`src/rtl/rdc_pkg.sv`:
```
// ----------------------------------------------------------------------------
// rdc_pkg: shared definitions for the radix digit converter
// Constants, status types and small helper functions used by the converter,
// its serial divider and its top level.
// ----------------------------------------------------------------------------
package rdc_pkg;

  localparam int VALUE_BITS_DEF = 31;

  localparam int BASE_W   = 6;
  localparam int DIGIT_W  = 6;
  localparam int CHAR_W   = 7;
  localparam int PADDR_W  = 2;
  localparam int PDATA_W  = 32;

  localparam logic [BASE_W-1:0] BASE_RESET = 6'd10;
  localparam logic [BASE_W-1:0] BASE_MIN   = 6'd2;
  localparam logic [BASE_W-1:0] BASE_MAX   = 6'd36;
  localparam logic [DIGIT_W-1:0] DEC_LIMIT = 6'd10;

  localparam logic [CHAR_W-1:0] CHAR_ZERO  = 7'h30;
  localparam logic [CHAR_W-1:0] CHAR_ALPHA = 7'h41;

  // Register word index of the base register.
  localparam logic [PADDR_W-1:0] REG_BASE = 2'd0;

  // Status of one finished division step sequence.
  typedef struct packed {
    logic               done;
    logic               nonzero;
    logic [DIGIT_W-1:0] rem;
  } div_res_t;

  function automatic logic [BASE_W-1:0] eff_base(input logic [BASE_W-1:0] b);
    logic [BASE_W-1:0] r;
    if (b < BASE_MIN) begin
      r = BASE_MIN;
    end else if (b > BASE_MAX) begin
      r = BASE_MAX;
    end else begin
      r = b;
    end
    return r;
  endfunction

  function automatic logic [CHAR_W-1:0] digit_ascii(input logic [DIGIT_W-1:0] d);
    logic [CHAR_W-1:0] c;
    if (d < DEC_LIMIT) begin
      c = CHAR_ZERO + {1'b0, d};
    end else begin
      c = CHAR_ALPHA + {1'b0, d} - {1'b0, DEC_LIMIT};
    end
    return c;
  endfunction

endpackage

```
`src/rtl/rdc_ram.sv`:
```
// ----------------------------------------------------------------------------
// rdc_ram: generic simple dual-port RAM
// One write port and one read port with registered read data.
// ----------------------------------------------------------------------------
module rdc_ram #(
  parameter int WIDTH = rdc_pkg::DIGIT_W,
  parameter int DEPTH = rdc_pkg::VALUE_BITS_DEF
) (
  input  logic                     clk,
  input  logic                     wr_en,
  input  logic [$clog2(DEPTH)-1:0] wr_addr,
  input  logic [WIDTH-1:0]         wr_data,
  input  logic                     rd_en,
  input  logic [$clog2(DEPTH)-1:0] rd_addr,
  output logic [WIDTH-1:0]         rd_data
);

  logic [WIDTH-1:0] mem [DEPTH];

  always_ff @(posedge clk) begin
    if (wr_en) begin
      mem[wr_addr] <= wr_data;
    end
    if (rd_en) begin
      rd_data <= mem[rd_addr];
    end
  end

endmodule

```
`src/rtl/rdc_div.sv`:
```
// ----------------------------------------------------------------------------
// rdc_div: bit-serial restoring divider
// Divides a VALUE_BITS dividend by a small base, one quotient bit per cycle.
// The quotient stays in the shift register for the next pass.
// ----------------------------------------------------------------------------
module rdc_div #(
  parameter int VALUE_BITS = rdc_pkg::VALUE_BITS_DEF
) (
  input  logic                      clk,
  input  logic                      rst,
  input  logic                      start,
  input  logic [VALUE_BITS-1:0]     dividend,
  input  logic [rdc_pkg::BASE_W-1:0] base,
  output logic [VALUE_BITS-1:0]     quotient,
  output rdc_pkg::div_res_t         res
);

  localparam int CNT_W = $clog2(VALUE_BITS);

  logic [VALUE_BITS-1:0]         sh;
  logic [VALUE_BITS-1:0]         sh_next;
  logic [rdc_pkg::DIGIT_W-1:0]   rem;
  logic [rdc_pkg::DIGIT_W-1:0]   rem_next;
  logic [CNT_W-1:0]              cnt;
  logic                          busy;
  logic                          done;
  logic                          nz;
  logic [rdc_pkg::DIGIT_W:0]     trial;
  logic [rdc_pkg::DIGIT_W:0]     diff;
  logic                          ge;

  // Bring down the next dividend bit and try to subtract the base.
  always_comb begin
    trial    = {rem, sh[VALUE_BITS-1]};
    diff     = trial - {1'b0, base};
    ge       = (trial >= {1'b0, base});
    rem_next = ge ? diff[rdc_pkg::DIGIT_W-1:0] : trial[rdc_pkg::DIGIT_W-1:0];
    sh_next  = {sh[VALUE_BITS-2:0], ge};
  end

  always_ff @(posedge clk) begin
    if (rst) begin
      busy <= 1'b0;
      done <= 1'b0;
    end else if (start) begin
      sh   <= dividend;
      rem  <= '0;
      nz   <= 1'b0;
      cnt  <= CNT_W'(VALUE_BITS - 1);
      busy <= 1'b1;
      done <= 1'b0;
    end else if (busy) begin
      sh  <= sh_next;
      rem <= rem_next;
      nz  <= nz | ge;
      if (cnt == '0) begin
        busy <= 1'b0;
        done <= 1'b1;
      end else begin
        cnt <= cnt - 1'b1;
      end
    end else begin
      done <= 1'b0;
    end
  end

  assign quotient    = sh;
  assign res.done    = done;
  assign res.nonzero = nz;
  assign res.rem     = rem;

endmodule

```
`src/rtl/radix_digit_converter.sv`:
```
// ----------------------------------------------------------------------------
// radix_digit_converter: integer to base-N character string, bases 2 to 36
// Converts each input value to ASCII digits, most significant first.
// ----------------------------------------------------------------------------
// Usage:
//   Input channel (in_valid/in_ready, value) takes one integer per beat.
//   Output channel (out_valid/out_ready, digit_char, last) gives one ASCII
//   digit per beat, most significant first; last marks the final digit.
//   A zero input gives the single character '0'.
//   The base register sits at byte address 0 of the APB port; values below
//   2 act as base 2 and values above 36 act as base 36. Reset sets base 10.
//   Each digit takes one pass of the bit-serial divider; the digits are
//   then read back from the digit RAM through a read state and a push
//   state per character. One item is worked on at a time.
//   The final character waits in the output register, so the next value is
//   taken while it is still pending. A stalled receiver holds the block in
//   its readback phase until the output register frees up.
//   Reset clears the control state and returns the base to ten.
// ----------------------------------------------------------------------------
module radix_digit_converter #(
  parameter int VALUE_BITS = rdc_pkg::VALUE_BITS_DEF
) (
  input  logic                         clk,
  input  logic                         rst,
  input  logic                         in_valid,
  output logic                         in_ready,
  input  logic [VALUE_BITS-1:0]        value,
  output logic                         out_valid,
  input  logic                         out_ready,
  output logic [rdc_pkg::CHAR_W-1:0]   digit_char,
  output logic                         last,
  input  logic                         psel,
  input  logic                         penable,
  input  logic                         pwrite,
  input  logic [rdc_pkg::PADDR_W-1:0]  paddr,
  input  logic [rdc_pkg::PDATA_W-1:0]  pwdata,
  output logic [rdc_pkg::PDATA_W-1:0]  prdata,
  output logic                         pready
);

  localparam int ADDR_W = $clog2(VALUE_BITS);
  localparam int NUM_W  = $clog2(VALUE_BITS + 1);

  typedef enum logic [3:0] {
    ST_IDLE = 4'b0001,
    ST_DIV  = 4'b0010,
    ST_READ = 4'b0100,
    ST_PUSH = 4'b1000
  } state_t;

  state_t                       state;
  logic [rdc_pkg::BASE_W-1:0]   base;
  logic [NUM_W-1:0]             num;
  logic [ADDR_W-1:0]            ptr;
  logic                         div_start;
  logic [VALUE_BITS-1:0]        div_dividend;
  logic [VALUE_BITS-1:0]        div_quot;
  rdc_pkg::div_res_t            div_res;
  logic                         ram_wr_en;
  logic                         ram_rd_en;
  logic [rdc_pkg::DIGIT_W-1:0]  ram_rd_data;
  logic                         out_free;
  logic                         push;
  logic                         cfg_write;

  // Configuration port.
  assign pready    = 1'b1;
  assign cfg_write = psel & penable & pwrite & pready;
  assign prdata    = {{(rdc_pkg::PDATA_W - rdc_pkg::BASE_W){1'b0}}, base};

  always_ff @(posedge clk) begin
    if (rst) begin
      base <= rdc_pkg::BASE_RESET;
    end else if (cfg_write && (paddr == rdc_pkg::REG_BASE)) begin
      base <= pwdata[rdc_pkg::BASE_W-1:0];
    end
  end

  assign in_ready  = (state == ST_IDLE);
  assign out_free  = !out_valid || out_ready;
  assign push      = (state == ST_PUSH) && out_free;

  // A new value starts the first pass; a nonzero quotient starts the next.
  assign div_start    = (in_valid && in_ready) ||
                        ((state == ST_DIV) && div_res.done && div_res.nonzero);
  assign div_dividend = (state == ST_IDLE) ? value : div_quot;
  assign ram_wr_en    = (state == ST_DIV) && div_res.done;
  assign ram_rd_en    = (state == ST_READ);

  rdc_div #(
    .VALUE_BITS (VALUE_BITS)
  ) u_div (
    .clk      (clk),
    .rst      (rst),
    .start    (div_start),
    .dividend (div_dividend),
    .base     (rdc_pkg::eff_base(base)),
    .quotient (div_quot),
    .res      (div_res)
  );

  // Digits arrive least significant first and are read back in reverse.
  rdc_ram #(
    .WIDTH (rdc_pkg::DIGIT_W),
    .DEPTH (VALUE_BITS)
  ) u_ram (
    .clk     (clk),
    .wr_en   (ram_wr_en),
    .wr_addr (num[ADDR_W-1:0]),
    .wr_data (div_res.rem),
    .rd_en   (ram_rd_en),
    .rd_addr (ptr),
    .rd_data (ram_rd_data)
  );

  always_ff @(posedge clk) begin
    if (rst) begin
      state     <= ST_IDLE;
      out_valid <= 1'b0;
      num       <= '0;
    end else begin
      if (push) begin
        out_valid <= 1'b1;
      end else if (out_valid && out_ready) begin
        out_valid <= 1'b0;
      end
      case (state)
        ST_IDLE: begin
          if (in_valid) begin
            num   <= '0;
            state <= ST_DIV;
          end
        end
        ST_DIV: begin
          if (div_res.done) begin
            num <= num + 1'b1;
            if (!div_res.nonzero) begin
              ptr   <= num[ADDR_W-1:0];
              state <= ST_READ;
            end
          end
        end
        ST_READ: begin
          state <= ST_PUSH;
        end
        ST_PUSH: begin
          if (push) begin
            digit_char <= rdc_pkg::digit_ascii(ram_rd_data);
            last       <= (ptr == '0);
            if (ptr == '0) begin
              state <= ST_IDLE;
            end else begin
              ptr   <= ptr - 1'b1;
              state <= ST_READ;
            end
          end
        end
        default: begin
          state <= ST_IDLE;
        end
      endcase
    end
  end

  // A run never holds more digits than the value has bits.
  a_num_bound: assert property (@(posedge clk) disable iff (rst)
    num <= NUM_W'(VALUE_BITS))
    else $error("digit count exceeds value width");

  a_done_in_div: assert property (@(posedge clk) disable iff (rst)
    div_res.done |-> (state == ST_DIV))
    else $error("divider finished outside the division phase");

  a_wr_room: assert property (@(posedge clk) disable iff (rst)
    ram_wr_en |-> (num < NUM_W'(VALUE_BITS)))
    else $error("digit write beyond RAM depth");

  a_push_after_read: assert property (@(posedge clk) disable iff (rst)
    (state == ST_READ) |=> (state == ST_PUSH))
    else $error("readback did not follow a RAM read");

endmodule

```
`config.mk`:
```
export PLATFORM = sky130hd
export DESIGN_NAME = radix_digit_converter
export DESIGN_NICKNAME = d
export VERILOG_FILES = /design/src/rtl/rdc_pkg.sv /design/src/rtl/rdc_ram.sv /design/src/rtl/rdc_div.sv /design/src/rtl/radix_digit_converter.sv
export SDC_FILE = /design/constraint.sdc
export NUM_CORES = 1
export LEC_CHECK = 0
export BUFFER_PORTS_ARGS = -buffer_cell sky130_fd_sc_hd__buf_2
export CORE_ASPECT_RATIO = 1.4
export CORE_MARGIN = 2
export CORE_UTILIZATION = 51
export CTS_CLUSTER_DIAMETER = 40
export DETAILED_ROUTE_END_ITERATION = 12
export HOLD_SLACK_MARGIN = 0.02
export PLACE_DENSITY = 0.7
export SYNTH_ARGS = -nofsm -noshare
export SYNTH_HDL_FRONTEND = slang
export SYNTH_SLANG_ARGS = --single-unit
```
`constraint.sdc`:
```
create_clock -name clk -period 5.4 [get_ports clk]
set_clock_uncertainty 0.05 [all_clocks]
set_input_delay 0.27 -clock clk [delete_from_list [all_inputs] [get_ports clk]]
set_output_delay 0.27 -clock clk [all_outputs]
set_load 0.05 [all_outputs]
```
-- After elaboration in Yosys (flattened, before gate mapping)
Memories as Yosys holds them, arrays and structs flattened. A register that Yosys moved wholly into a read port is not among the register bits.
Index checks and enable logic that the tools add are counted.
- multiplexer cells: 32
- equality and inequality tests: 11
- magnitude comparators: 4
- $add $sub $neg: 7
- bitwise gates (word level): 5
- reduce and logical (&&, ||, !) cells: 24
- operators with widths (cell ; number):
    31-bit 2-to-1 mux ; 3
    5-bit 2-to-1 mux ; 8
    6-bit 2-to-1 mux ; 4
    5-bit case mux with 2 select lines ; 2
    4-bit 2-to-1 mux ; 4
    4-bit case mux with 4 select lines ; 1
    2-bit inequality test (second input constant) ; 6
    3-bit AND reduction ; 4
    5-bit zero test ; 2
    5-bit by 1-bit subtractor with 5-bit output (second input constant) ; 2
    1-bit 2-to-1 mux ; 8
    2-bit nonzero test ; 4
    6-bit by 6-bit adder with 7-bit output (first input constant) ; 1
    7-bit by 6-bit adder with 7-bit output (first input constant) ; 1
    7-bit by 6-bit >= comparator with 1-bit output ; 1
    7-bit 2-to-1 mux ; 1
    7-bit by 4-bit subtractor with 7-bit output (second input constant) ; 1
    6-bit greater-than comparator (second input constant) ; 1
    1-bit logical AND ; 6
    6-bit by 2-bit less-than comparator with 1-bit output (second input constant) ; 1
    6-bit by 4-bit less-than comparator with 1-bit output (second input constant) ; 1
    6-bit AND reduction ; 1
    6-bit subtractor ; 1
    5-bit by 1-bit adder with 5-bit output (second input constant) ; 1
    15 further kinds ; 18
- output and inout port bits: 43
- bits of input ports: 72
- memory bits (writable): 186
- memories kept: 1
- register bits after elaboration: 74
- word-level logic and storage cells: 97
- memory list (name ; words ; bits a word ; rd ports ; clocked after memory_dff ; write ports ; RTL line ; source):
    u_ram.mem ; 31 ; 6 ; 1 ; 1 ; 1 ; rdc_ram.sv:18 ; logic [WIDTH-1:0] mem [DEPTH];

-- Depth between registers and ports, before layout
- depth in word-level cells: 6
- mapped depth: 11
- gate-level depth less buffers: 11

-- Cells and area by module
Synthesis repeated with hierarchy kept, for this count alone.
- cell total of the unflattened synthesis: 766
- area total of the unflattened synthesis: 11933.9 µm²
- by module, submodules not included (module ; seq. area each (µm²) ; instances ; area each (µm²) ; cells each):
    rdc_ram ; 5765.5 ; 1 ; 7576.0 ; 385
    rdc_div ; 1331.3 ; 1 ; 2239.6 ; 158
    radix_digit_converter ; 710.7 ; 1 ; 2118.3 ; 223

-- Worst setup path before layout
OpenSTA, ideal clock, no wires.
- path type: flip-flop to flip-flop
- from: register state[1]
- to: register u_div.sh[0], in the netlist u_div.quotient[0], enable pin
- data arrival time: 4.251 ns
- library setup time: 0.471 ns
- required time: 4.879 ns
- setup slack: 0.628 ns
- stages on the path, launching flop included: 5
- cells stage by stage: dfxtp_1 buf_2 nor4b_2 nand2_1 a221oi_1
- RTL lines (what ; RTL line ; source):
    from (decl) ; radix_digit_converter.sv:51 ; state_t state;
    from (signal assigned) ; radix_digit_converter.sv:118 ; state <= ST_IDLE;
    from (signal assigned) ; radix_digit_converter.sv:131 ; state <= ST_DIV;
    from (signal assigned) ; radix_digit_converter.sv:139 ; state <= ST_READ;
    4-bit by 1-bit equality test with 1-bit output (*) ; radix_digit_converter.sv:79 ; assign in_ready = (state == ST_IDLE);
    named net in_ready ; radix_digit_converter.sv:26 ; output logic in_ready,
    1-bit logical AND ; radix_digit_converter.sv:84 ; assign div_start = (in_valid && in_ready) ||
    1-bit logical OR ; radix_digit_converter.sv:84 ;
    2-bit inequality test (no line) / 2-bit nonzero test (equally long branches) ; -- ;
    3-bit AND reduction (no line) (*) ; -- ;
    to (signal assigned) ; rdc_div.sv:46 ; sh <= dividend;
    to (signal assigned) ; rdc_div.sv:53 ; sh <= sh_next;
    to (decl) ; rdc_div.sv:20 ; logic [VALUE_BITS-1:0] sh;
Mark *: on every way through the listed nets, which the timed path passes. The rest lies on a longest branch.
A chain may end at the register's enable or synchronous reset.

-- Worst setup path in the final report
- from: register u_div.rem[3] (netlist bit)
- to: register u_div.sh[0], in the netlist u_div.quotient[0] (data pin)
- cells in the longest elaborated chain, start to end: 3
- ends and longest elaborated chain (what ; RTL line ; source):
    from (decl) ; rdc_div.sv:22 ; logic [rdc_pkg::DIGIT_W-1:0] rem;
    from (signal assigned) ; rdc_div.sv:54 ; rem <= rem_next;
    7-bit by 6-bit >= comparator with 1-bit output ; rdc_div.sv:36 ; ge = (trial >= {1'b0, base});
    31-bit 2-to-1 mux ; rdc_div.sv:52 ; end else if (busy) begin
    31-bit 2-to-1 mux ; rdc_div.sv:45 ; end else if (start) begin
No other way between the ends. The select of a mux whose other input is x is not followed.

==> impl_summary.md <==
Floorplanning
The top-level I/O count is 115. Measured along the y axis, the die boundary spans 182 µm. The initial standard-cell utilization of the core is 51.3%. The floorplan die area is 23700 µm².

The width of the die is 131 µm. The floorplan has 65 rows. The area of the placeable core is 22400 µm².

CTS
The post-CTS setup-driven buffer insertion count is 0. The sink count of the clock tree is 266. The root buffer cell chosen for the clock tree is sky130_fd_sc_hd__clkbuf_16. The number of hold buffers added after cts is 38. Clock latency on the worst-skew pair, taken at its later pin, is 530 ps. In this run the deepest clock path goes through 3 buffers. TritonCTS built the clock tree. The count of H-tree levels built during CTS is 1. The clock input transition at the sequential cells of the worst setup and hold paths is 60 ps.

The number of resized instances in the post-cts repair step is 0. The CTS buffer count is 27.

Synth
After Yosys synthesis, full adders, half adders and majority gates account for 1.81% of the synthesized area. The post-synthesis sequential area ratio is 68.0%. The proportion of synthesized area in mux cells is 12.7%.

Synthesis produced a netlist whose cell count is 742. By area, the combinational part of the netlist is dominated by multiplexers. The synthesized netlist devotes 1.14% of its cell area to XOR and XNOR gates. The area fraction in and, or, nand and nor cells after synthesis is 7.95%. The count of different cell masters after synthesis is 53. The netlist area before placement is 11500 µm². Among all flip-flop cells after synthesis, the most frequent one is sky130_fd_sc_hd__edfxtp_1. The mean instance size in the synthesized netlist is 15.5 µm². The compound-gate portion of the synthesized area is 4.39%.

Counting flops with an async set or reset pin after synthesis yields a share of 0%. The synthesized design contains 248 enable-type register cells. The count of warnings emitted by yosys is 0. The register bit total from synthesis is 266.

GRT
The initial antenna violation count was 0. The total global routing overflow is 0. Entering global routing, the biggest net connects 55 pins.

The number of global-route vias before repair is 6782. The global-route wire length before repair is 36.3 mm. The global-route usage over all layers is 20.0%.

Setup path
Traced cell by cell, the critical path runs through ha_1, a21o_1, a211oi_1, o21ai_1, mux2_2. The type of element capturing the critical path is a register. The critical path contains buffers and inverters numbering 0 combined.

The critical path data arrival time is 3390 ps. The start point of the critical path is u_div.rem[3]. Among all stages on the critical path, the largest delay is contributed by sky130_fd_sc_hd__edfxtp_1. Grouping stages by cell kind, the critical path spends the most delay in flip-flops. The peak fanout along the critical path is 33.

For the worst setup path, the data required time is 5630 ps. The classification of the worst setup path is reg2reg. Setup slack on the worst reg-to-reg path comes out at 2240 ps. The startpoint of the lowest-slack register-to-register path is u_div.rem[3]. STA classifies the critical path startpoint as a register.

The largest single stage delay on the critical path is 1100 ps.

Drt
The remaining antenna violation count is 0. The number of iterations in the first detailed-routing pass is 5. Summed over all layers, the routed wires come to 22.9 mm. The via count of the routed design is 6419. The starting DRC count in detailed routing is 442.

The via-per-instance ratio is 5.49. The detail-routed net length per standard cell is 19.6 µm. The post-route DRC violation count is 0.

Min path
The min-delay analysis places its worst path in the category in2reg. The startpoint identified for the worst hold timing path is pwdata[3].

Power and ir drop
In this run, flip-flops and latches consume 53.1% of the power. Cell internal power was estimated by the tool at 0.00352 W. Power spread over the standard cell area amounts to 347 nW/µm².

The clock network power share is 38.5%. Combinational cells account for 8.4% of the total power. IR analysis of the VDD net gives a maximum drop of 0.309 mV. For this design the static power due to leakage is 4.68 nW.

Summed over all nets, the switching power comes to 0.00106 W. The switching portion of total power is 23.1%.

Place
The total half-perimeter wirelength after legalization and detailed placement is 15.0 mm. During placement, the flow inserted port buffers numbering 61. The congestion estimate from routability-driven global placement came to 0.786.

Timing
The final worst hold slack is 39.8 ps. Counting I/O delays and the setup requirement, the final critical path takes 3160 ps. The headroom to the max-slew limit is 19.2%. Setup repair after global routing left no endpoint under its margin. The total count of hold-check failures in the final report is 0. For this run, the top clock speed supported by timing is 317 MHz. The count of final max-slew check failures is 0. The final setup TNS is 0 ps. The fraction of the cycle the final worst path needs is 58.5%.

The setup violation total in the final timing report is 0. The slew at the pin closest to its max-slew limit is 1210 ps.

Final layout
The repair_antennas step left the layout with diodes totalling 0. For this run, the post-layout net count is 936. The share of the core filled with cells is 59.1%.

The share of layout cells above drive strength 1 is 21.5%. The layout overhead on the synthesized area is 15.1%.

Run status
The flow ran to the end, and the final reports show no timing, DRC or antenna violations.

Job
Across the run, the number of max-cap violations was 0.
sequential cells by signal, summed over array words and instances, names as in the netlist:
register and flops:
ptr 5, u_div.quotient 31, u_div.done 1, u_div.rem 6, base 6, last 1, digit_char 7, out_valid 1
u_div.busy 1, state 4, num 5, u_ram.rd_data 6, u_div.nz 1, u_ram.mem 186, u_div.cnt 5
synthesized netlist by cell type, types with 10 or more instances:
cell type                  number  area (µm²)
sky130_fd_sc_hd__a21oi_1       17        85.1
sky130_fd_sc_hd__buf_2         12        60.1
sky130_fd_sc_hd__buf_4         28         210
sky130_fd_sc_hd__clkbuf_1      12        45.0
sky130_fd_sc_hd__dfxtp_1       18         360
sky130_fd_sc_hd__edfxtp_1     248        7450
sky130_fd_sc_hd__ha_1          15         188
sky130_fd_sc_hd__inv_1         21        78.8
sky130_fd_sc_hd__mux2_2        18         203
sky130_fd_sc_hd__mux2_4        13         195
sky130_fd_sc_hd__mux2i_1       30         300
sky130_fd_sc_hd__mux4_2        34         766
sky130_fd_sc_hd__nand2_1       39         146
sky130_fd_sc_hd__nand2b_1      11        68.8
sky130_fd_sc_hd__nor2_1        82         308
sky130_fd_sc_hd__o21ai_0       17        85.1
sky130_fd_sc_hd__xnor2_1       10        87.6
metrics by stage:
stage | instances | area, µm² | power (W) | setup WS [ps]
2_1_floorplan | 767 | 11600 | 0.00275 | 628
3_3_place_gp | 1082 | 12000 | 0.00282 | 2410
3_5_place_dp | 1082 | 12000 | 0.00284 | 2280
4_1_cts | 1170 | 13200 | 0.00461 | 2250
5_1_grt | 1170 | 13200 | 0.00473 | 2050
6_report | 1170 | 13200 | 0.00458 | 2240
routing by layer:
layer	up-vias	GRT usage, %	part of all wire [%]
met5	-	0	0
met4	0	5.74	2.3
met3	39	2.77	4.8
met2	214	37.7	56
met1	3187	23.2	37
li1	2979	-	-
worst paths after layout:
| check | endpoint | cells past startpoint |
|---|---|---|
| max | u_div.quotient[0] | 5 |
| max reg2reg | u_div.quotient[0] | 5 |
| min reg2reg | u_div.busy | 2 |
| min | base[3] | 4 |
area by class of cell:
| class | instances | area [µm²] |
|---|---|---|
| fillers | 1636 | 9150 |
| inverters | 21 | 78.8 |
| well taps | 301 | 377 |
| clock buffers | 34 | 712 |
| clock inverters | 16 | 136 |
| multi-input cells | 422 | 3340 |
| repair buffers | 110 | 768 |
| flip-flops and latches | 266 | 7810 |
layout by cell type, fill, tap and decap left out, types with 13 or more instances in the layout:
cell type                       synthesis  layout
sky130_fd_sc_hd__ha_1                  15      15
sky130_fd_sc_hd__a21oi_1               17      17
sky130_fd_sc_hd__nand2_1               39      39
sky130_fd_sc_hd__dlygate4sd3_1          0      38
sky130_fd_sc_hd__mux2i_1               30      30
sky130_fd_sc_hd__o21ai_0               17      17
sky130_fd_sc_hd__clkbuf_16              0      27
sky130_fd_sc_hd__mux4_2                34      34
sky130_fd_sc_hd__mux2_2                18      18
sky130_fd_sc_hd__conb_1                 2      27
sky130_fd_sc_hd__mux2_4                13      13
sky130_fd_sc_hd__buf_2                 12      61
sky130_fd_sc_hd__edfxtp_1             248     248
sky130_fd_sc_hd__dfxtp_1               18      18
sky130_fd_sc_hd__nor2_1                82      82
sky130_fd_sc_hd__inv_1                 21      21
worst reg2reg max path, delay by kind of cell (launching register included):
family | cells | cell delay [ps]
fa+ha+maj | 1 | 450
mux | 1 | 390
flops | 1 | 1100
compound gates | 3 | 910
power by group through the flow:
stage	Clock, W	Combinational, W	Sequential [W]
floorplan	0	0.000287	0.00246
global placement	0	0.000348	0.00247
detailed placement	0	0.000364	0.00247
CTS	0.00179	0.000385	0.00243
global route	0.00187	0.000422	0.00244
finish	0.00176	0.000386	0.00243
cell families after synthesis:
logic type	count (synthesis)
compound gates	80
xor+xnor	15
fa+ha+maj	16
buf+inv	79
flops	266
mux	95
other cells	2
simple gates	189
Power figures use the tool's default switching activity.
